File: config.mk
export PLATFORM = sky130hd
export DESIGN_NAME = morse_keyer_tone_generator_unit
export DESIGN_NICKNAME = d
export VERILOG_FILES = /design/src/mktg_pkg.sv /design/src/morse_keyer_tone_generator_unit.sv /design/src/mktg_char_decode.sv /design/src/mktg_sine_rom.sv /design/src/mktg_seg_seq.sv
export VERILOG_INCLUDE_DIRS = /design/src /design/src/src
export SDC_FILE = /design/constraint.sdc
export NUM_CORES = 1
export LEC_CHECK = 0
export ABC_AREA = 1
export ABC_CLOCK_PERIOD_IN_PS = 6000
export BUFFER_PORTS_ARGS = -buffer_cell sky130_fd_sc_hd__buf_4
export CAP_MARGIN = 0
export CORE_AREA = 5 5 182 184
export CTS_CLUSTER_DIAMETER = 150
export DETAILED_ROUTE_END_ITERATION = 6
export DIE_AREA = 0 0 187 189
export PLACE_DENSITY = 0.62
export SLEW_MARGIN = 10
export SYNTH_ARGS = -nofsm -noshare
export SYNTH_HDL_FRONTEND = slang
export SYNTH_SLANG_ARGS = --single-unit
File: constraint.sdc
create_clock -name clk -period 6 [get_ports clk]
set_input_delay 0 -clock clk [delete_from_list [all_inputs] [get_ports clk]]
set_output_delay 0 -clock clk [all_outputs]
set_load 0.01 [all_outputs]
File: src/morse_keyer_tone_generator_unit_defines.svh
// assertion macros shared by the morse keyer rtl
// needs clk and rst_n in the scope of the module that uses them
`ifndef MORSE_KEYER_TONE_GENERATOR_UNIT_DEFINES_SVH
`define MORSE_KEYER_TONE_GENERATOR_UNIT_DEFINES_SVH

// condition and consequence in the same cycle
`define MKTG_ASSERT_SAME(label, cond, cons, msg) \
  label: assert property (@(posedge clk) disable iff (!rst_n) (cond) |-> (cons)) \
    else $error(msg);

// consequence in the cycle after the condition
`define MKTG_ASSERT_NEXT(label, cond, cons, msg) \
  label: assert property (@(posedge clk) disable iff (!rst_n) (cond) |=> (cons)) \
    else $error(msg);

`endif

File: src/mktg_pkg.sv
// shared types, codes and tables of the morse keyer tone generator
// no dependencies
package mktg_pkg;

  // op codes carried on in_tuser
  localparam logic [1:0] OP_START = 2'd0;
  localparam logic [1:0] OP_CHAR  = 2'd1;
  localparam logic [1:0] OP_TICK  = 2'd2;

  // configuration register indexes
  localparam logic [2:0] CFG_DOT_LEN    = 3'd0;
  localparam logic [2:0] CFG_DASH_LEN   = 3'd1;
  localparam logic [2:0] CFG_LETTER_GAP = 3'd2;
  localparam logic [2:0] CFG_WORD_GAP   = 3'd3;
  localparam logic [2:0] CFG_LEAD_LEN   = 3'd4;
  localparam logic [2:0] CFG_PHASE_STEP = 3'd5;

  // segment kinds
  localparam logic [2:0] SEG_IDLE   = 3'd0;
  localparam logic [2:0] SEG_LEAD   = 3'd1;
  localparam logic [2:0] SEG_WORD   = 3'd2;
  localparam logic [2:0] SEG_LETTER = 3'd3;
  localparam logic [2:0] SEG_TONE   = 3'd4;
  localparam logic [2:0] SEG_SPACE  = 3'd5;

  // bit positions of the pending gap flags
  localparam int PEND_LEAD   = 0;
  localparam int PEND_WORD   = 1;
  localparam int PEND_LETTER = 2;

  localparam int ELEM_W = 7;   // most elements in one character
  localparam int CNT_W  = 3;
  localparam int LEFT_W = 17;  // widest segment length
  localparam int MORSE_N = 47;

  typedef struct packed {
    logic [CNT_W-1:0]  len;
    logic [ELEM_W-1:0] bits;   // bit 0 is the first element, 1 means dash
  } morse_ent_t;

  typedef struct packed {
    logic              known;
    logic [CNT_W-1:0]  len;
    logic [ELEM_W-1:0] bits;
  } code_t;

  typedef struct packed {
    logic [13:0] dot_len;
    logic [15:0] dash_len;
    logic [14:0] letter_gap_len;
    logic [16:0] word_gap_len;
    logic [15:0] lead_len;
    logic [14:0] phase_step;
  } cfg_t;

  localparam cfg_t CFG_RESET = '{
    dot_len:        14'd960,
    dash_len:       16'd2880,
    letter_gap_len: 15'd1920,
    word_gap_len:   17'd5760,
    lead_len:       16'd2880,
    phase_step:     15'd6144
  };

  typedef struct packed {
    logic tone_on;
    logic busy;
    logic accepted;
  } seq_res_t;

  // letters a to z, digits 0 to 9, then . , ? ! / & : ; _ $ @
  localparam morse_ent_t MORSE_TAB [MORSE_N] = '{
    {3'd2, 7'b0000010}, {3'd4, 7'b0000001}, {3'd4, 7'b0000101}, {3'd3, 7'b0000001},
    {3'd1, 7'b0000000}, {3'd4, 7'b0000100}, {3'd3, 7'b0000011}, {3'd4, 7'b0000000},
    {3'd2, 7'b0000000}, {3'd4, 7'b0001110}, {3'd3, 7'b0000101}, {3'd4, 7'b0000010},
    {3'd2, 7'b0000011}, {3'd2, 7'b0000001}, {3'd3, 7'b0000111}, {3'd4, 7'b0000110},
    {3'd4, 7'b0001011}, {3'd3, 7'b0000010}, {3'd3, 7'b0000000}, {3'd1, 7'b0000001},
    {3'd3, 7'b0000100}, {3'd4, 7'b0001000}, {3'd3, 7'b0000110}, {3'd4, 7'b0001001},
    {3'd4, 7'b0001101}, {3'd4, 7'b0000011},
    {3'd5, 7'b0011111}, {3'd5, 7'b0011110}, {3'd5, 7'b0011100}, {3'd5, 7'b0011000},
    {3'd5, 7'b0010000}, {3'd5, 7'b0000000}, {3'd5, 7'b0000001}, {3'd5, 7'b0000011},
    {3'd5, 7'b0000111}, {3'd5, 7'b0001111},
    {3'd6, 7'b0101010}, {3'd6, 7'b0110011}, {3'd6, 7'b0001100}, {3'd6, 7'b0110101},
    {3'd5, 7'b0001001}, {3'd5, 7'b0000010}, {3'd6, 7'b0000111}, {3'd6, 7'b0010101},
    {3'd6, 7'b0101100}, {3'd7, 7'b1001000}, {3'd6, 7'b0010110}
  };

  // quarter-wave amplitude, taylor series through x^11 in q30, rounded to q15
  // evaluated at elaboration only
  function automatic logic [14:0] sine_quarter(input int unsigned r,
                                               input int unsigned abits);
    longint unsigned x;
    longint unsigned t;
    longint          sum;
    longint          amp;
    x = (64'(r) * 64'd1686629713) >> (abits - 2);
    sum = longint'(x);
    t = x;
    t = (t * x) >> 30;  t = (t * x) >> 30;  t = t / 64'd6;   sum = sum - longint'(t);
    t = (t * x) >> 30;  t = (t * x) >> 30;  t = t / 64'd20;  sum = sum + longint'(t);
    t = (t * x) >> 30;  t = (t * x) >> 30;  t = t / 64'd42;  sum = sum - longint'(t);
    t = (t * x) >> 30;  t = (t * x) >> 30;  t = t / 64'd72;  sum = sum + longint'(t);
    t = (t * x) >> 30;  t = (t * x) >> 30;  t = t / 64'd110; sum = sum - longint'(t);
    if (sum < 0) sum = 0;
    amp = (sum * 32767 + (64'sd1 <<< 29)) >>> 30;
    if (amp > 32767) amp = 32767;
    return 15'(amp);
  endfunction

endpackage

File: src/morse_keyer_tone_generator_unit.sv
// top level of the morse keyer tone generator
// depends on mktg_pkg, mktg_char_decode, mktg_sine_rom and mktg_seg_seq
//
// usage
//   in channel: in_tuser carries the op (start message, offer character,
//   sample tick), in_tdata the ascii character; every item gives exactly one
//   out item: sample, tone_on, busy_res and accepted
//   characters are refused (accepted low) while the previous one still has
//   segments left; the sender keeps ticking and offers again later
//   cfg port: one register a cycle with cfg_we, while no item is in flight
// timing
//   one item per cycle sustained while out_tready stays high; an item taken
//   sits in the input register and its result is registered in the result
//   register once that frees up; the path between the registers is the
//   sine table lookup plus the segment search over up to seven elements
// reset and backpressure
//   synchronous, active low; config returns to its defaults, the message state
//   clears with the lead silence armed and both channels run empty
//   with out_tready low the result register holds, the input register keeps
//   one item and in_tready drops; nothing is lost or repeated
module morse_keyer_tone_generator_unit
  import mktg_pkg::*;
#(
  parameter int PHASE_BITS     = 16,
  parameter int SINE_ADDR_BITS = 8
) (
  input  logic        clk,
  input  logic        rst_n,
  // input channel
  input  logic        in_tvalid,
  output logic        in_tready,
  input  logic [7:0]  in_tdata,   // [7:0] char_code
  input  logic [1:0]  in_tuser,   // [1:0] op
  // result channel
  output logic        out_tvalid,
  input  logic        out_tready,
  output logic [23:0] out_tdata,  // [15:0] sample, [16] tone_on, [17] busy_res,
                                  // [18] accepted, [23:19] zero
  // configuration writes
  input  logic        cfg_we,
  input  logic [2:0]  cfg_addr,
  input  logic [16:0] cfg_wdata
);

  cfg_t        cfg_r;

  // input register
  logic        in_vld_r;
  logic [1:0]  in_op_r;
  logic [7:0]  in_char_r;

  // result register
  logic        out_vld_r;
  logic [15:0] out_sample_r;
  logic        out_tone_r;
  logic        out_busy_r;
  logic        out_acc_r;

  logic        adv;
  logic        step_en;
  code_t       code;
  logic        is_space;
  logic [PHASE_BITS-1:0] phase;
  logic signed [15:0]    rom_sample;
  seq_res_t    res;

  // result register frees up when empty or being taken
  assign adv       = !out_vld_r || out_tready;
  assign in_tready = !in_vld_r || adv;
  assign step_en   = in_vld_r && adv;

  always_ff @(posedge clk) begin
    if (!rst_n) begin
      cfg_r <= CFG_RESET;
    end else if (cfg_we) begin
      case (cfg_addr)
        CFG_DOT_LEN:    cfg_r.dot_len        <= cfg_wdata[13:0];
        CFG_DASH_LEN:   cfg_r.dash_len       <= cfg_wdata[15:0];
        CFG_LETTER_GAP: cfg_r.letter_gap_len <= cfg_wdata[14:0];
        CFG_WORD_GAP:   cfg_r.word_gap_len   <= cfg_wdata;
        CFG_LEAD_LEN:   cfg_r.lead_len       <= cfg_wdata[15:0];
        CFG_PHASE_STEP: cfg_r.phase_step     <= cfg_wdata[14:0];
        default: begin
        end
      endcase
    end
  end

  always_ff @(posedge clk) begin
    if (!rst_n) begin
      in_vld_r <= 1'b0;
    end else if (in_tready) begin
      in_vld_r <= in_tvalid;
    end
  end

  always_ff @(posedge clk) begin
    if (in_tready) begin
      in_op_r   <= in_tuser;
      in_char_r <= in_tdata;
    end
  end

  mktg_char_decode u_decode (
    .char_code (in_char_r),
    .code      (code),
    .is_space  (is_space)
  );

  mktg_seg_seq #(
    .PHASE_BITS (PHASE_BITS)
  ) u_seq (
    .clk      (clk),
    .rst_n    (rst_n),
    .step_en  (step_en),
    .op       (in_op_r),
    .code     (code),
    .is_space (is_space),
    .cfg      (cfg_r),
    .phase    (phase),
    .res      (res)
  );

  // sample of the current phase, before this tick advances it
  mktg_sine_rom #(
    .PHASE_BITS     (PHASE_BITS),
    .SINE_ADDR_BITS (SINE_ADDR_BITS)
  ) u_sine (
    .phase  (phase),
    .sample (rom_sample)
  );

  always_ff @(posedge clk) begin
    if (!rst_n) begin
      out_vld_r <= 1'b0;
    end else if (adv) begin
      out_vld_r <= in_vld_r;
    end
  end

  always_ff @(posedge clk) begin
    if (step_en) begin
      out_sample_r <= res.tone_on ? rom_sample : 16'sd0;
      out_tone_r   <= res.tone_on;
      out_busy_r   <= res.busy;
      out_acc_r    <= res.accepted;
    end
  end

  assign out_tvalid = out_vld_r;
  assign out_tdata  = {5'd0, out_acc_r, out_busy_r, out_tone_r, out_sample_r};

endmodule

File: src/mktg_char_decode.sv
// character decoder: case fold, whitespace detect and morse table lookup
// depends on mktg_pkg
module mktg_char_decode
  import mktg_pkg::*;
(
  input  logic [7:0] char_code,
  output code_t      code,
  output logic       is_space
);

  logic [7:0] up;
  logic [5:0] idx;
  logic       hit;

  always_comb begin
    up  = char_code;
    idx = '0;
    hit = 1'b0;
    if (char_code >= 8'd97 && char_code <= 8'd122) begin
      up = char_code - 8'd32;
    end
    if (up >= 8'd65 && up <= 8'd90) begin
      idx = 6'(up - 8'd65);
      hit = 1'b1;
    end else if (up >= 8'd48 && up <= 8'd57) begin
      idx = 6'(up - 8'd48) + 6'd26;
      hit = 1'b1;
    end else begin
      hit = 1'b1;
      case (up)
        8'd46:   idx = 6'd36;  // period
        8'd44:   idx = 6'd37;  // comma
        8'd63:   idx = 6'd38;  // question mark
        8'd33:   idx = 6'd39;  // exclamation
        8'd47:   idx = 6'd40;  // slash
        8'd38:   idx = 6'd41;  // ampersand
        8'd58:   idx = 6'd42;  // colon
        8'd59:   idx = 6'd43;  // semicolon
        8'd95:   idx = 6'd44;  // underscore
        8'd36:   idx = 6'd45;  // dollar
        8'd64:   idx = 6'd46;  // at sign
        default: hit = 1'b0;
      endcase
    end
  end

  assign is_space   = (char_code == 8'd32) || (char_code >= 8'd9 && char_code <= 8'd13);
  assign code.known = hit;
  assign code.len   = hit ? MORSE_TAB[idx].len : '0;
  assign code.bits  = hit ? MORSE_TAB[idx].bits : '0;

endmodule

File: src/mktg_sine_rom.sv
// sine lookup: quarter-wave constant table with quadrant folding
// depends on mktg_pkg
module mktg_sine_rom
  import mktg_pkg::*;
#(
  parameter int PHASE_BITS     = 16,
  parameter int SINE_ADDR_BITS = 8
) (
  input  logic [PHASE_BITS-1:0] phase,
  output logic signed [15:0]    sample
);

  localparam int QSIZE = 1 << (SINE_ADDR_BITS - 2);
  localparam int QW    = SINE_ADDR_BITS - 1;

  logic [SINE_ADDR_BITS-1:0] addr;
  logic [1:0]                quad;
  logic [QW-1:0]             r_eff;
  logic [14:0]               quarter_tab [QSIZE+1];
  logic [15:0]               amp16;

  for (genvar g = 0; g <= QSIZE; g++) begin : g_quarter
    assign quarter_tab[g] = sine_quarter(g, SINE_ADDR_BITS);
  end

  if (PHASE_BITS >= SINE_ADDR_BITS) begin : g_addr_hi
    assign addr = phase[PHASE_BITS-1 -: SINE_ADDR_BITS];
  end else begin : g_addr_lo
    assign addr = {phase, {(SINE_ADDR_BITS - PHASE_BITS){1'b0}}};
  end

  assign quad  = addr[SINE_ADDR_BITS-1 -: 2];
  // odd quadrants run the table backwards
  assign r_eff = quad[0] ? (QW'(QSIZE) - {1'b0, addr[SINE_ADDR_BITS-3:0]})
                         : {1'b0, addr[SINE_ADDR_BITS-3:0]};
  assign amp16  = {1'b0, quarter_tab[r_eff]};
  assign sample = quad[1] ? (16'd0 - amp16) : amp16;

endmodule

File: src/mktg_seg_seq.sv
// segment sequencer: message state, gap and element queue, sample countdown
// depends on mktg_pkg and the assertion macro header
`include "morse_keyer_tone_generator_unit_defines.svh"

module mktg_seg_seq
  import mktg_pkg::*;
#(
  parameter int PHASE_BITS = 16
) (
  input  logic                  clk,
  input  logic                  rst_n,
  input  logic                  step_en,
  input  logic [1:0]            op,
  input  code_t                 code,
  input  logic                  is_space,
  input  cfg_t                  cfg,
  output logic [PHASE_BITS-1:0] phase,
  output seq_res_t              res
);

  logic [2:0]            kind_r, kind_nxt;
  logic [LEFT_W-1:0]     left_r, left_nxt;
  logic [2:0]            pend_r, pend_nxt;
  logic [ELEM_W-1:0]     bits_r, bits_nxt;
  logic [CNT_W-1:0]      cnt_r, cnt_nxt;
  logic [PHASE_BITS-1:0] phase_r, phase_nxt;
  logic                  inside_r, inside_nxt;
  logic                  seen_r, seen_nxt;
  logic                  lead_r, lead_nxt;

  // next-segment search inputs and results
  logic                  run_ns;
  logic [2:0]            ns_kind_in;
  logic [2:0]            ns_pend_in;
  logic [ELEM_W-1:0]     ns_bits_in;
  logic [CNT_W-1:0]      ns_cnt_in;
  logic [2:0]            ns_kind;
  logic [LEFT_W-1:0]     ns_left;
  logic [2:0]            ns_pend;
  logic [ELEM_W-1:0]     ns_bits;
  logic [CNT_W-1:0]      ns_cnt;
  logic                  ns_tone;
  logic [ELEM_W-1:0]     cand;
  logic                  found;
  logic [CNT_W-1:0]      first_idx;
  logic                  dot_nz;
  logic                  dash_nz;

  assign dot_nz  = (cfg.dot_len != '0);
  assign dash_nz = (cfg.dash_len != '0);

  // find the next segment of nonzero length; zero-length tones are consumed,
  // a zero-length dash still leaves its dot-length space behind
  always_comb begin
    for (int i = 0; i < ELEM_W; i++) begin
      cand[i] = (CNT_W'(i) < ns_cnt_in) && (dot_nz || (ns_bits_in[i] && dash_nz));
    end
    found     = 1'b0;
    first_idx = '0;
    for (int i = ELEM_W - 1; i >= 0; i--) begin
      if (cand[i]) begin
        found     = 1'b1;
        first_idx = CNT_W'(i);
      end
    end

    ns_kind = SEG_IDLE;
    ns_left = '0;
    ns_pend = '0;
    ns_bits = '0;
    ns_cnt  = '0;
    ns_tone = 1'b0;
    if (ns_kind_in == SEG_TONE && dot_nz) begin
      ns_kind = SEG_SPACE;
      ns_left = LEFT_W'(cfg.dot_len);
      ns_pend = ns_pend_in;
      ns_bits = ns_bits_in;
      ns_cnt  = ns_cnt_in;
    end else if (ns_pend_in[PEND_LEAD] && cfg.lead_len != '0) begin
      ns_kind = SEG_LEAD;
      ns_left = LEFT_W'(cfg.lead_len);
      ns_pend = ns_pend_in & ~(3'b001 << PEND_LEAD);
      ns_bits = ns_bits_in;
      ns_cnt  = ns_cnt_in;
    end else if (ns_pend_in[PEND_WORD] && cfg.word_gap_len != '0) begin
      ns_kind = SEG_WORD;
      ns_left = cfg.word_gap_len;
      ns_pend = ns_pend_in & (3'b001 << PEND_LETTER);
      ns_bits = ns_bits_in;
      ns_cnt  = ns_cnt_in;
    end else if (ns_pend_in[PEND_LETTER] && cfg.letter_gap_len != '0) begin
      ns_kind = SEG_LETTER;
      ns_left = LEFT_W'(cfg.letter_gap_len);
      ns_bits = ns_bits_in;
      ns_cnt  = ns_cnt_in;
    end else if (found) begin
      if (ns_bits_in[first_idx] && !dash_nz) begin
        // empty dash tone, only its trailing space remains
        ns_kind = SEG_SPACE;
        ns_left = LEFT_W'(cfg.dot_len);
      end else begin
        ns_kind = SEG_TONE;
        ns_left = ns_bits_in[first_idx] ? LEFT_W'(cfg.dash_len) : LEFT_W'(cfg.dot_len);
        ns_tone = 1'b1;
      end
      ns_bits = ns_bits_in >> ({1'b0, first_idx} + 4'd1);
      ns_cnt  = ns_cnt_in - (first_idx + 3'd1);
    end
  end

  always_comb begin
    kind_nxt   = kind_r;
    left_nxt   = left_r;
    pend_nxt   = pend_r;
    bits_nxt   = bits_r;
    cnt_nxt    = cnt_r;
    phase_nxt  = phase_r;
    inside_nxt = inside_r;
    seen_nxt   = seen_r;
    lead_nxt   = lead_r;
    run_ns     = 1'b0;
    ns_kind_in = kind_r;
    ns_pend_in = pend_r;
    ns_bits_in = bits_r;
    ns_cnt_in  = cnt_r;
    res        = '0;

    if (step_en) begin
      case (op)
        OP_START: begin
          kind_nxt   = SEG_IDLE;
          left_nxt   = '0;
          pend_nxt   = '0;
          bits_nxt   = '0;
          cnt_nxt    = '0;
          phase_nxt  = '0;
          inside_nxt = 1'b0;
          seen_nxt   = 1'b0;
          lead_nxt   = 1'b1;
        end
        OP_CHAR: begin
          // a character is only taken between characters
          if (kind_r == SEG_IDLE) begin
            res.accepted = 1'b1;
            if (is_space) begin
              inside_nxt = 1'b0;
            end else begin
              ns_kind_in              = SEG_IDLE;
              ns_pend_in              = '0;
              ns_pend_in[PEND_LEAD]   = lead_r;
              ns_pend_in[PEND_LETTER] = inside_r;
              ns_pend_in[PEND_WORD]   = !inside_r && seen_r;
              ns_bits_in              = code.bits;
              ns_cnt_in               = code.len;
              lead_nxt                = 1'b0;
              inside_nxt              = 1'b1;
              seen_nxt                = 1'b1;
              run_ns                  = 1'b1;
            end
          end
        end
        OP_TICK: begin
          if (kind_r != SEG_IDLE) begin
            if (kind_r == SEG_TONE) begin
              res.tone_on = 1'b1;
              phase_nxt   = phase_r + PHASE_BITS'(cfg.phase_step);
            end
            left_nxt = left_r - LEFT_W'(1);
            if (left_r == LEFT_W'(1)) begin
              run_ns = 1'b1;
            end
          end
        end
        default: begin
        end
      endcase
    end

    if (run_ns) begin
      kind_nxt = ns_kind;
      left_nxt = ns_left;
      pend_nxt = ns_pend;
      bits_nxt = ns_bits;
      cnt_nxt  = ns_cnt;
      if (ns_tone) begin
        phase_nxt = '0;
      end
    end
    res.busy = (kind_nxt != SEG_IDLE);
  end

  always_ff @(posedge clk) begin
    if (!rst_n) begin
      kind_r   <= SEG_IDLE;
      left_r   <= '0;
      pend_r   <= '0;
      bits_r   <= '0;
      cnt_r    <= '0;
      phase_r  <= '0;
      inside_r <= 1'b0;
      seen_r   <= 1'b0;
      lead_r   <= 1'b1;
    end else begin
      kind_r   <= kind_nxt;
      left_r   <= left_nxt;
      pend_r   <= pend_nxt;
      bits_r   <= bits_nxt;
      cnt_r    <= cnt_nxt;
      phase_r  <= phase_nxt;
      inside_r <= inside_nxt;
      seen_r   <= seen_nxt;
      lead_r   <= lead_nxt;
    end
  end

  assign phase = phase_r;

  `MKTG_ASSERT_SAME(a_active_has_samples, kind_r != SEG_IDLE, left_r != '0,
    "active segment with no samples left")
  `MKTG_ASSERT_SAME(a_idle_queue_empty, kind_r == SEG_IDLE, cnt_r == '0 && pend_r == '0,
    "idle with elements or gaps still queued")
  `MKTG_ASSERT_NEXT(a_refused_char_holds,
    step_en && op == OP_CHAR && kind_r != SEG_IDLE,
    kind_r == $past(kind_r) && left_r == $past(left_r) && cnt_r == $past(cnt_r),
    "refused character changed the segment state")

endmodule

### Word-level counts from Yosys, hierarchy flattened

Memories as Yosys holds them, arrays and structs flattened.
Index checks and enable logic that the tools add are counted.

* logic and storage cells: 266
* output and inout port bits: 26
* memories kept: 2
* input bits: 35
* ROM bits: 2560
* flip-flop bits (word level): 176

Memories
* (no name shown): depth 128, bits a word 15, rd ports 1, clocked after Yosys merged registers in 0, wr ports 0, line mktg_sine_rom.sv:36 `assign amp16 = {1'b0, quarter_tab[r_eff]};`
* (no name shown): depth 64, bits a word 10, rd ports 1, clocked after Yosys merged registers in 0, wr ports 0, line mktg_char_decode.sv:49 `assign code.len = hit ? MORSE_TAB[idx].len : '0;`

* add/subtract/negate cells: 11
* reduce and logical (&&, ||, !) cells: 65
* equality and inequality tests: 25
* muxes and demuxes: 118
* bitwise logic cells: 2
* magnitude comparators: 18
* shifts and indexed selects: 1

Operator list (count)
* 17-bit 2-to-1 mux: 9
* 3-bit 2-to-1 mux: 40
* 7-bit 2-to-1 mux: 14
* 16-bit 2-to-1 mux: 6
* 8-bit by 6-bit == test with 1-bit output, second input constant: 10
* 6-bit one-hot mux with 11 select lines: 1
* 15-bit 2-to-1 mux: 3
* 17-bit one-hot mux with 2 select lines: 1
* 1-bit 2-to-1 mux: 33
* 16-bit one-hot mux with 2 select lines: 1
* 16-bit nonzero test: 2
* 1-bit logical AND: 25
* 10-bit 2-to-1 mux: 2
* 17-bit by 1-bit == test with 1-bit output, second input constant: 1
* 17-bit nonzero test: 1
* 17-bit by 1-bit subtractor with 17-bit output, second input constant: 1
* 16-bit by 15-bit adder with 16-bit output: 1
* 8-bit by 7-bit == test with 1-bit output, second input constant: 2
* 8-bit by 7-bit greater-or-equal comparator with 1-bit output, second input constant: 2
* 8-bit by 7-bit <= comparator with 1-bit output, second input constant: 2
* 2-bit AND reduction: 8
* 1-bit by 15-bit subtractor with 16-bit output, first input constant: 1
* 15-bit nonzero test: 1
* 14-bit nonzero test: 1
* other kinds (42): 72

### Depth between registers and ports, before layout

Gate-level depths: netlist of run 1.

* word-level depth: 37
* mapped depth: 48
* mapped depth without buffers: 46

### By module

From an unflattened synthesis of run 1, not the netlist that was laid out.

* cells, all modules: 2248
* area, all modules: 13983.4 um2

Modules (own cells, without submodules)
* mktg_seg_seq: seq. area each 1041.0 um2, instances 1, cells an instance 908, area each 5362.6 um2
* morse_keyer_tone_generator_unit: seq. area each 2772.7 um2, instances 1, cells an instance 600, area each 4804.6 um2
* mktg_sine_rom: seq. area each 0.0 um2, instances 1, cells an instance 448, area each 2253.4 um2
* mktg_char_decode: seq. area each 0.0 um2, instances 1, cells an instance 292, area each 1562.7 um2

### Least setup slack after synthesis of run 1

OpenSTA, ideal clock, no wires.

* path kind: flip-flop to flip-flop
* start: register in_char_r[2]
* end: register u_seq.cnt_r[2]
* path buffers: 1
* period minus slack after synthesis: 4.501 ns
* library setup time: 0.132 ns
* path slack: 1.499 ns
* arrival time: 4.368 ns
* stages on the path, launching flop included: 43
* data required time: 5.868 ns
* cell sequence: edfxtp_1 buf_2 inv_1 ha_1 inv_1 nor2_1 nand3b_1 nand2_2 nand2_1 nand2_2 nand3_2 nor2_4 nand3_4 clkinv_2 nand2_1 nand2_2 inv_2 ha_1 [... 7 more ...] nand2_1 nand2_1 nand2_1 nand2_2 nor2_2 nand2_1 nand2_1 nand2_1 nand2_1 nand2_2 ha_1 inv_1 fa_1 xor2_1 a21oi_1 o21ai_0 o211ai_1 a21oi_1

* cells in the longest elaborated chain, start to end: 34
* elaborated cells on any way between the ends: 121
* those cells by class: add/sub (6); order compare (15); eq/ne (13); mux (51); bitwise (1); reduce/logical (34); memory (1)

Ends and longest elaborated chain
* start: declaration: line morse_keyer_tone_generator_unit.sv:50 `logic [7:0] in_char_r;`
* start signal: assignment: line morse_keyer_tone_generator_unit.sv:100 `in_char_r <= in_tdata;`
* branches (longest 34 deep; another with memory read 64 x 10 bit)
* end signal: assignment: line mktg_seg_seq.sv:208 `cnt_r <= cnt_nxt;`
* end: declaration: line mktg_seg_seq.sv:25 `logic [CNT_W-1:0] cnt_r, cnt_nxt;`

Several ways; the timed one is not identified. The select of a mux whose other input is x is not followed.
A chain may end at the register's enable or synchronous reset.

### Worst setup path after layout of run 1

* start: register in_char_r[2]
* end: register u_seq.phase_r[2] (netlist: u_seq.phase[2])

* cells in the longest elaborated chain, start to end: 37
* elaborated cells on any way between the ends: 121
* those cells by class: add/sub (4); order compare (15); eq/ne (13); mux (55); bitwise (1); reduce/logical (32); memory (1)

Ends and longest elaborated chain
* branches (longest 36 deep; another with memory read 64 x 10 bit)
* 16-bit 2-to-1 mux *: line mktg_seg_seq.sv:179 `if (run_ns) begin`
* end signal: assignment: line mktg_seg_seq.sv:209 `phase_r <= phase_nxt;`
* end: declaration: line mktg_seg_seq.sv:26 `logic [PHASE_BITS-1:0] phase_r, phase_nxt;`

Mark *: on every way between the ends. The select of a mux whose other input is x is not followed.

==> metrics.md, run 1 <==
| Metric | Value |
|---|---|
| Status | finished with violations |
| Failing checks | DRC |
| Synth unique cells | roughly 60 |
| First-pass GRT wire length | 64360 µm |
| Fmax achieved | ~0.19 GHz |
| Post-synth top area cell | dfxtp_1 |
| Clock Latency Late Sink | approximately 0.45 ns |
| ANT cells | 0 |
| CTS resizes | 0 |
| Combinational share of power | 0.144 |
| Final period utilization | 0.8674 |
| Largest family of logic cells by synthesized area | simple AND/OR/NAND/NOR gates |
| Hold Crit Class | input port to flip-flop |
| Sequential share of the synthesized area | 0.3093 |
| CTS clk-pin slew, worst paths | roughly 0.07 ns |
| Area of the core | 0.03123 mm² |
| Final Hold Viols | 0 |
| Nets | 2056 |
| CP delay by family, top | simple AND/OR/NAND/NOR gates |
| Vias | 12910 |
| Critical path buffers and inverters | 5 |
| GRT Total Usage | 0.2213 |
| Slew margin rel. | 0.2571 |
| Total Power | around 0.0028 W |
| Filler instances | 3340 |
| Top Ports | about 60 |
| Overflow left after global routing | 0 |
| CTS tree | built |
| Switch share | 0.2925 |
| Starting Density | 0.3948 |
| CTS sink count | between 150 and 200 |
| Seq pwr share | 0.457 |
| Final Slew Violations | 0 |
| Worst slew pin tran | 1.113 ns |
| Critical path depth | 36 |
| Register-to-Register Path Depth | 36 |
| Initial DRC count | 1321 |
| Root Driver | clkbuf_16 |
| HPWL after detailed placement | 29300 µm |
| Worst Hold Depth | 4 |
| Crit path launch type | flip-flop |
| Max Clock Skew | ~0.011 ns |
| Post-synth ARST share | 0 |
| Most used flip-flop cell after synthesis | dfxtp_1 |
| Critical Path Start | in_char_r[2] |
| Sw Pwr | 0.0008109 W |
| Mean Syn Cell Area | 6.418 µm² |
| DRT antenna net count | 0 |
| Count of final setup violators | 0 |
| Largest net degree at the start of global routing | 103 |
| Slowest CP cell | edfxtp_1 |
| RSZ-0062 raised after global routing | false |
| Synth Area in Compound Gates | 0.2192 |
| Most common cell after layout, fill and taps aside | nand2_1 |
| Row count | 65 |
| CTS Buf Count | 17 |
| Maxcap violations | 0 |
| Leak | 6.192 nW |
| Required time worst endpoint | 6.31 ns |
| Synth Warn # | 0 |
| Die Y | 189 µm |
| Synth Area in Adders | 0.05602 |
| Most frequent cells in the layout | 402 x nand2_1, 250 x nor2_1, 216 x inv_1 |
| DRC Markers | 2 |
| Critical path type | flip-flop to flip-flop |
| Vias in the first global route | 12340 |
| Clock power share | 0.399 |
| Post-Synth XOR/XNOR Area | 0.009236 |
| Crit path time final | ~5.2 ns |
| Simple-gate share of the synthesized area | 0.3014 |
| R2r startpoint | in_char_r[2] |
| PortBufs | 55 |
| Clock Tree Buf Depth | 2 |
| Final GP Congestion | slightly above 0.9 |
| Worst Hold Launch | cfg_addr[0] |
| Worst path max stage delay | 0.54 ns |
| FF+latch count, synth | between 150 and 200 |
| CP endpoint kind | flip-flop |
| P&R area growth vs syn | 12.74% |
| Worst-path fanout max | 16 |
| Cts hold-fix bufs | 29 |
| Vias per cell | between 5 and 6 |
| Initial antenna violation count | 0 |
| Most frequent CP cell | nand2_1 |
| Post-synth EDFFs | 29 |
| Share of cells above drive strength 1 | 0.08788 |
| Data arrival, critical path | roughly 5.5 ns |
| Die footprint | 0.03534 mm² |
| Wirelength per Cell | 16.69 µm |
| Synthesized area | between 0.01 and 0.015 mm² |
| Area contributors post-synth | dfxtp_1 24%, nand2_1 12%, o21ai_0 7.9% |
| Peak supply drop | 208.1 µV |
| Pint | 0.001961 W |
| H-tree depth | 4 |
| # Post-CTS Setup Buffers | 0 |
| Die X | 187 µm |
| Syn Inst Count | 1921 |
| Final wirelength | 39750 µm |
| Power Dens Cells | 199.4 mW/mm² |
| Drt pass-1 iters | 7 |
| Top-area cell type share of the netlist area | 0.2387 |
| Mux contribution to synthesized area | 0 |
| Fin Setup TNS | 0 ns |
| Final hold slack | 0.05009 ns |
==> power groups by stage <==
stage	sequential [W]	combinational (W)	clock, W
final	0.00127	0.000399	0.00111
after global routing	0.00127	0.000444	0.00118
after CTS	0.00127	0.000395	0.00113
after detailed placement	0.00129	0.000377	0
after global placement	0.00129	0.000379	0
after floorplan	0.00128	0.000270	0
==> cell families (layout without fill, tap and decap cells) <==
group / Yosys count / in the layout
XOR/XNOR: 13 / 13
other: 1 / 5
flip-flops: 176 / 176
AND/OR/NAND/NOR: 872 / 872
adder cells (fa/ha/maj): 54 / 54
AO/OA/AOI/OAI: 485 / 485
buffers and inverters: 320 / 375
==> final cells by class <==
type                       instances  area, µm²  area share
timing repair buffer             107      875.8     0.06302
inverter                         236      889.6     0.06401
clock buffer                      21      481.7     0.03466
sequential                       176       3814      0.2744
clock inverter                    11      92.59    0.006662
multi-input combinational       1429       7242      0.5211
tap                              402      503.0     0.03619
==> synth_stat cells, types with 7 or more instances <==
master and number:
edfxtp_1 29, nand2_2 19, o211ai_1 29, o21ai_0 195
buf_4 12, o21ai_1 18, nand3_1 108, o221ai_1 8
inv_2 10, inv_1 216, nor4_1 20, dfxtp_1 147
nor3_1 32, nand2_1 402, nor2_1 250, xor2_1 8
nand4_1 11, a21oi_1 177, ha_1 52, or2_2 7
clkinv_1 8, a31oi_1 11, clkbuf_1 58
==> path summary, 6_finish.rpt <==
check	end	slack, ns
min	cfg_r[58]	0.05
max reg2reg	u_seq.phase[2]	0.80
min reg2reg	u_seq.pend_r[2]	0.47
max	u_seq.phase[2]	0.80
==> sequential cells by signal (all words and copies together) (netlist names), 2 cells and up <==
name / flops
u_seq.bits_r: 7
u_seq.cnt_r: 3
u_seq.kind_r: 3
cfg_r: 93
u_seq.pend_r: 3
in_op_r: 2
u_seq.phase: 16
in_char_r: 8
u_seq.left_r: 17
out_sample_r: 16
==> per-layer routing <==
layer	track usage	vias up	part of all wire
met5	0	-	0
met1	0.2958	5880	0.44
met4	0.08049	0	0.034
met2	0.3573	478	0.45
met3	0.04296	94	0.072
li1	-	6460	-
==> tightest hold or removal path: cells and delay by family <==
family                 cells  cell delay, ns
buffers and inverters      1            0.09
AND/OR/NAND/NOR            3            0.35
==> per-stage QoR <==
step / cell area, µm² / std cells / utilization / setup slack [ns]
detailed placement: 13030 / 2321 / 0.4173 / 0.8132
finish: 13900 / 2382 / 0.4450 / 0.7954
floorplan: 12340 / 1925 / - / 1.499
CTS: 13900 / 2382 / 0.4450 / 0.7887
global placement: 13030 / 2321 / 0.4173 / 0.9060
global route: 13900 / 2382 / 0.4450 / 0.1464
Power figures use the tool's default switching activity.
==> run 2: changes to the inputs <==
--- a/config.mk
+++ b/config.mk
@@ -11,6 +11,7 @@
 export BUFFER_PORTS_ARGS = -buffer_cell sky130_fd_sc_hd__buf_4
 export CAP_MARGIN = 0
 export CORE_AREA = 5 5 182 184
+export CTS_BUF_LIST = sky130_fd_sc_hd__clkbuf_4 sky130_fd_sc_hd__clkbuf_8 sky130_fd_sc_hd__clkbuf_16
 export CTS_CLUSTER_DIAMETER = 150
 export DETAILED_ROUTE_END_ITERATION = 6
 export DIE_AREA = 0 0 187 189
==> metrics.md, run 2 (synthesis results as in run 1) <==
| Metric | Value |
|---|---|
| Filler instances | 3339 (-0.030%) |
| DRT antenna net count | 0 (unchanged) |
| CP endpoint kind | flip-flop |
| Cell Area, Placed | 0.01303 mm² (unchanged) |
| Die footprint | 0.03534 mm² (unchanged) |
| Final hold slack | 0.04975 ns (-0.0003371 ns) |
| Final Hold Viols | 0 (unchanged) |
| Top Ports | 61 (unchanged) |
| Required time worst endpoint | 6.31 ns (about the same) |
| Nets | 2056 (unchanged) |
| Final period utilization | 0.8660 (-0.001476) |
| Fin Setup TNS | 0 ns (unchanged) |
| Clock Tree Buf Depth | 2 (unchanged) |
| Starting Density | 0.3948 (unchanged) |
| Slew margin rel. | 0.2557 (-0.001425) |
| Final Slew Violations | 0 (unchanged) |
| Worst path max stage delay | 0.54 ns (about the same) |
| Most frequent cells in the layout | 402 x nand2_1, 250 x nor2_1, 216 x inv_1 |
| Fmax achieved | 0.1925 GHz (+0.17%) |
| ANT cells | 0 (unchanged) |
| Critical path type | flip-flop to flip-flop |
| Peak supply drop | 209.2 µV (+0.53%) |
| CTS tree | built |
| Power Dens Cells | 199.8 mW/mm² (+0.18%) |
| First-pass GRT wire length | 64350 µm (about the same) |
| RSZ-0062 raised after global routing | false |
| Overflow left after global routing | 0 (unchanged) |
| Row count | 65 (unchanged) |
| Footprint of the multi-input gates | 0.007242 mm² (unchanged) |
| Clock Latency Late Sink | 0.45 ns (about the same) |
| Area of the core | 0.03123 mm² (unchanged) |
| Max Clock Skew | 0.01083 ns (-0.00006400 ns) |
| Wirelength per Cell | 16.73 µm (+0.23%) |
| CTS Buf Count | 17 (unchanged) |
| Worst slew pin tran | 1.115 ns (+0.002135 ns) |
| Post-Layout Inst Area | 0.01390 mm² (about the same) |
| PortBufs | 55 (unchanged) |
| Most frequent CP cell | nand2_1 |
| P&R area growth vs syn | 12.77% (about the same) |
| # Post-CTS Setup Buffers | 0 (unchanged) |
| Placed cell count | 2321 (unchanged) |
| Final Worst Setup Slack | 0.8043 ns (+0.008856 ns) |
| Initial antenna violation count | 0 (unchanged) |
| Drt pass-1 iters | 6 (-1) |
| Vias per cell | 5.428 (+0.14%) |
| Pre-CTS setup slack | 0.8132 ns (unchanged) |
| Vias | 12930 (+0.14%) |
| H-tree depth | 4 (unchanged) |
| Status | finished, final reports clean |
| GRT Total Usage | 0.2213 (about the same) |
| Root Driver | clkbuf_16 |
| Crit path launch type | flip-flop |
| HPWL after detailed placement | 29300 µm (unchanged) |
| Maxcap violations | 0 (unchanged) |
| Top flop regs | cfg_r x93, u_seq.left_r x17 |
| Leak | 6.196 nW (about the same) |
| Die X | 187 µm (unchanged) |
| Reg2Reg Setup Slack | 0.80 ns (about the same) |
| Die Y | 189 µm (unchanged) |
| Initial DRC count | 1211 (-8.3%) |
| Biggest register | cfg_r |
| Crit path time final | 5.196 ns (-0.008856 ns) |
| Share of cells above drive strength 1 | 0.08838 (+0.0005051) |
| Largest net degree at the start of global routing | 103 (unchanged) |
| Final wirelength | 39840 µm (+0.23%) |
| Slowest CP cell | edfxtp_1 |
| CTS sink count | 176 (unchanged) |
| Largest register FFs | 93 (unchanged) |
| Most common cell after layout, fill and taps aside | nand2_1 |
| Worst-path fanout max | 16 (unchanged) |
| Count of final setup violators | 0 (unchanged) |
| DRC Markers | 0 (-2) |
| Sequential Area | 0.003814 mm² (unchanged) |
| Final GP Congestion | 0.9301 (unchanged) |
| Data arrival, critical path | 5.51 ns (about the same) |
| Vias in the first global route | 12330 (-0.057%) |
| Hold Crit Class | input port to flip-flop |
| Non-Filler Instances | 2382 (unchanged) |
| CTS clk-pin slew, worst paths | 0.07 ns (about the same) |
-- run 2: cell counts in the layout (fill, tap and decap cells not counted) --
Identical to the previous run, type by type.
-- run 2: timing repair --
item,in CTS,in global routing
gates resized for setup,0,0
hold endpoints to repair,105,0
hold buffers,29,0
-- run 2: report_power, final --
| part | internal, W | total, W | switching (W) |
|---|---|---|---|
| combinational | 0.000137 | 0.000399 | 0.000262 |
| sequential | 0.00124 | 0.00127 | 0.0000319 |
| clock | 0.000593 | 0.00111 | 0.000518 |
-- run 2: metal layers --
layer	global-route usage	wire, µm	vias to the layer above
met3	0.04443	2686	97
li1	-	-	6464
met5	0	0	-
met4	0.07878	1333	0
met1	0.2948	17900	5901
met2	0.3585	17920	468
-- run 2: layout make-up --
type                            instances  area share
Sequential cell                       176      0.2743
Multi-Input combinational cell       1429      0.5209
Timing Repair Buffer                  107     0.06300
Tap cell                              402     0.03618
Inverter                              236     0.06399
Clock inverter                         11    0.006660
Clock buffer                           21     0.03492
-- run 2: path summary, 6_finish.rpt --
kind / depth (start not counted) / from / end
worst min-delay path: 4 / cfg_addr[0] / cfg_r[58]
worst max-delay path: 36 / in_char_r[2] / u_seq.phase[2]
worst min register to register: 2 / u_seq.pend_r[1] / u_seq.pend_r[1]
worst max register to register: 36 / in_char_r[2] / u_seq.phase[2]
-- run 2: critical path: cells and delay by family (launching register included) --
kind	cells	cell delay [ns]
fa+ha+maj	2	0.40
buf+inv	5	0.55
simple gates	25	2.53
compound gates	4	1.01
flops	1	0.54
-- run 2: metrics by stage --
step / utilization / power (W)
6_report: 0.4452 / 0.002778
2_1_floorplan: - / 0.001554
5_1_grt: 0.4452 / 0.002899
3_3_place_gp: 0.4173 / 0.001672
4_1_cts: 0.4452 / 0.002798
3_5_place_dp: 0.4173 / 0.001671
==> run 3: changes to the inputs <==
--- a/config.mk
+++ b/config.mk
@@ -10,11 +10,11 @@
 export ABC_CLOCK_PERIOD_IN_PS = 6000
 export BUFFER_PORTS_ARGS = -buffer_cell sky130_fd_sc_hd__buf_4
 export CAP_MARGIN = 0
-export CORE_AREA = 5 5 182 184
+export CORE_AREA = 5 5 216 155
 export CTS_BUF_LIST = sky130_fd_sc_hd__clkbuf_4 sky130_fd_sc_hd__clkbuf_8 sky130_fd_sc_hd__clkbuf_16
 export CTS_CLUSTER_DIAMETER = 150
 export DETAILED_ROUTE_END_ITERATION = 6
-export DIE_AREA = 0 0 187 189
+export DIE_AREA = 0 0 221 160
 export PLACE_DENSITY = 0.62
 export SLEW_MARGIN = 10
 export SYNTH_ARGS = -nofsm -noshare
==> metrics.md, run 3 (synthesis results as in run 1) <==
| Metric | Value |
|---|---|
| Overflow left after global routing | 0 (unchanged) |
| Count of final setup violators | 0 (unchanged) |
| Critical path buffers and inverters | 5 (unchanged) |
| Final Worst Setup Slack | 0.5387 ns (-0.2656 ns) |
| Final period utilization | 0.9102 (+0.04427) |
| Power Dens Cells | 199.9 mW/mm² (about the same) |
| Row count | 54 (-17%) |
| Initial DRC count | 1658 (+37%) |
| Vias in the first global route | 11520 (-6.5%) |
| Peak supply drop | 182.2 µV (-13%) |
| Die Y | 160 µm (-15%) |
| Register-to-Register Path Depth | 38 (+5.6%) |
| Reg2Reg Setup Slack | 0.54 ns (-0.27 ns) |
| CTS clk-pin slew, worst paths | 0.07 ns (about the same) |
| Hold Crit Class | input port to flip-flop |
| GRT Total Usage | 0.2294 (+0.008028) |
| Worst Hold Depth | 5 (+1) |
| Met3 wire len | 4609 µm (+72%) |
| DRC Markers | 0 (unchanged) |
| Worst Hold Launch | cfg_addr[0] |
| Initial antenna violation count | 0 (unchanged) |
| Slowest CP cell | edfxtp_1 |
| Biggest register | cfg_r |
| Drt pass-1 iters | 6 (unchanged) |
| H-tree depth | 4 (unchanged) |
| Combinational share of power | 0.148 (+0.004) |
| DRT antenna net count | 0 (unchanged) |
| Most common cell after layout, fill and taps aside | nand2_1 |
| CP delay by family, top | simple AND/OR/NAND/NOR gates |
| Worst path max stage delay | 0.52 ns (-0.02 ns) |
| Root Driver | clkbuf_16 |
| Top sig layer | met4 |
| Required time worst endpoint | 6.31 ns (about the same) |
| Largest register FFs | 93 (unchanged) |
| WHS Endpoint | cfg_r[43] |
| Met1 WL | 20990 µm (+17%) |
| Clock Latency Late Sink | 0.45 ns (about the same) |
| CTS Buf Count | 17 (unchanged) |
| Clock Tree Buf Depth | 2 (unchanged) |
| Data arrival, critical path | 5.78 ns (+0.27 ns) |
| Area of the core | 0.03094 mm² (-0.91%) |
| ANT cells | 0 (unchanged) |
| Status | finished, final reports clean |
| Crit path time final | 5.461 ns (+0.2656 ns) |
| Pre-CTS setup slack | 0.3810 ns (-0.4323 ns) |
| Switch share | 0.3056 (+0.01318) |
| Final Slew Violations | 0 (unchanged) |
| CTS tree | built |
| Most frequent CP cell | nand2_1 |
| Filler instances | 3296 (-1.3%) |
| Maxcap violations | 0 (unchanged) |
| Clock power share | 0.400 (about the same) |
| First-pass GRT wire length | 65720 µm (+2.1%) |
| Starting Density | 0.3984 (+0.003639) |
| Die footprint | 0.03536 mm² (about the same) |
| HPWL after detailed placement | 30990 µm (+5.8%) |
| RSZ-0062 raised after global routing | false |
| Die X | 221 µm (+18%) |
| Vias | 13190 (+2.0%) |
| PortBufs | 55 (unchanged) |
| Fmax achieved | 0.1831 GHz (-4.9%) |
| P&R area growth vs syn | 13.68% |
| Nets | 2067 (+0.54%) |
| Top Ports | 61 (unchanged) |
| Worst slew pin tran | 0.9770 ns (-0.1382 ns) |
| Top flop regs | cfg_r x93, u_seq.left_r x17 |
| Vias per cell | 5.469 (+0.75%) |
| Wirelength per Cell | 17.46 µm (+4.4%) |
| Routed wl met2 | 15950 µm (-11%) |
| R2r startpoint | in_char_r[2] |
| Leak | 6.244 nW (+0.77%) |
| Crit path launch type | flip-flop |
| Post-Layout Inst Area | 0.01401 mm² (+0.81%) |
| Critical path type | flip-flop to flip-flop |
| Total Power | 0.002801 W (+0.83%) |
| CTS sink count | 176 (unchanged) |
| Fin Setup TNS | 0 ns (unchanged) |
| Worst-path fanout max | 16 (unchanged) |
| Sw Pwr | 0.0008559 W (+5.4%) |
| Final GP Congestion | 0.9702 (+4.3%) |
| Final wirelength | 42090 µm (+5.6%) |
| Share of cells above drive strength 1 | 0.09392 (+0.005539) |
| Reg-to-reg endpoint | u_seq.left_r[15] |
| Slew margin rel. | 0.3463 (+0.09058) |
| Seq pwr share | 0.453 (-0.003) |
| Max Clock Skew | 0.01037 ns (-0.0004636 ns) |
| Cell Area, Placed | 0.01312 mm² (+0.69%) |
| Final Hold Viols | 0 (unchanged) |
| Largest net degree at the start of global routing | 60 (-42%) |
| Pint | 0.001945 W (-1.0%) |
| CP endpoint kind | flip-flop |
| Most frequent cells in the layout | 402 x nand2_1, 249 x nor2_1, 216 x inv_1 |
## run 3: changes by cell type in the layout (fill, tap and decap cells not counted), sizes merged
cell,change
buf,+10
clkinv,+1
clkbuf,-2
dlygate4sd3,+1
inv,+1
## run 3: power groups by stage
stage	combinational, W	clock [W]	sequential, W
after floorplan	0.000270	0	0.00128
final	0.000413	0.00112	0.00127
after CTS	0.000402	0.00114	0.00127
after global placement	0.000387	0	0.00129
after detailed placement	0.000385	0	0.00129
after global routing	0.000456	0.00119	0.00127
## run 3: routing by layer
metal | vias up | GRT usage
met2 | 625 | 0.2990
met5 | - | 0
li1 | 6495 | -
met3 | 50 | 0.06386
met4 | 0 | 0.04396
met1 | 6015 | 0.3683
## run 3: metrics by stage
| step | hold WS, ns | util | cells |
|---|---|---|---|
| final | 0.07150 | 0.4529 | 2411 |
| after global routing | 0.08600 | 0.4529 | 2411 |
| after CTS | 0.03888 | 0.4523 | 2409 |
| after detailed placement | 0.1796 | 0.4241 | 2347 |
| after global placement | 0.1788 | 0.4241 | 2347 |
| after floorplan | 0.09887 | - | 1925 |
## run 3: final cells by class
cell class,instances,area [µm²],share of cell area
tap,420,525.5,0.03750
clock buffer,19,452.9,0.03232
sequential,176,3814,0.2721
inverter,236,889.6,0.06348
clock inverter,13,120.1,0.008571
multi-input combinational,1429,7252,0.5175
timing repair buffer,118,960.9,0.06857
## run 3: worst max path at each step
| stage | from | end | slack, ns | cells past startpoint |
|---|---|---|---|---|
| after global routing | in_char_r[2] | out_busy_r | 0.05 | 37 |
| after global placement | in_char_r[2] | u_seq.phase[8] | 0.60 | 36 |
| after CTS | in_char_r[1] | u_seq.phase[0] | 0.37 | 33 |
| final | in_char_r[2] | u_seq.left_r[15] | 0.54 | 38 |
| after floorplan | in_char_r[2] | u_seq.cnt_r[2] | 1.50 | 42 |
| after detailed placement | in_char_r[1] | u_seq.phase[0] | 0.38 | 33 |
## run 3: worst reg2reg max path: cells and delay by family (launching register included)
| kind | cells | cell delay, ns |
|---|---|---|
| buf+inv | 5 | 0.55 |
| compound gates | 3 | 0.79 |
| fa+ha+maj | 2 | 0.41 |
| simple gates | 28 | 3.03 |
| flops | 1 | 0.52 |
## run 3: repair_timing
item | 4_1_cts | 5_1_grt
endpoints found under the setup margin | 0 | 33
hold endpoints to repair | 106 | 0
hold buffers | 30 | 0
setup buffers | 0 | 2
resized for setup | 0 | 1
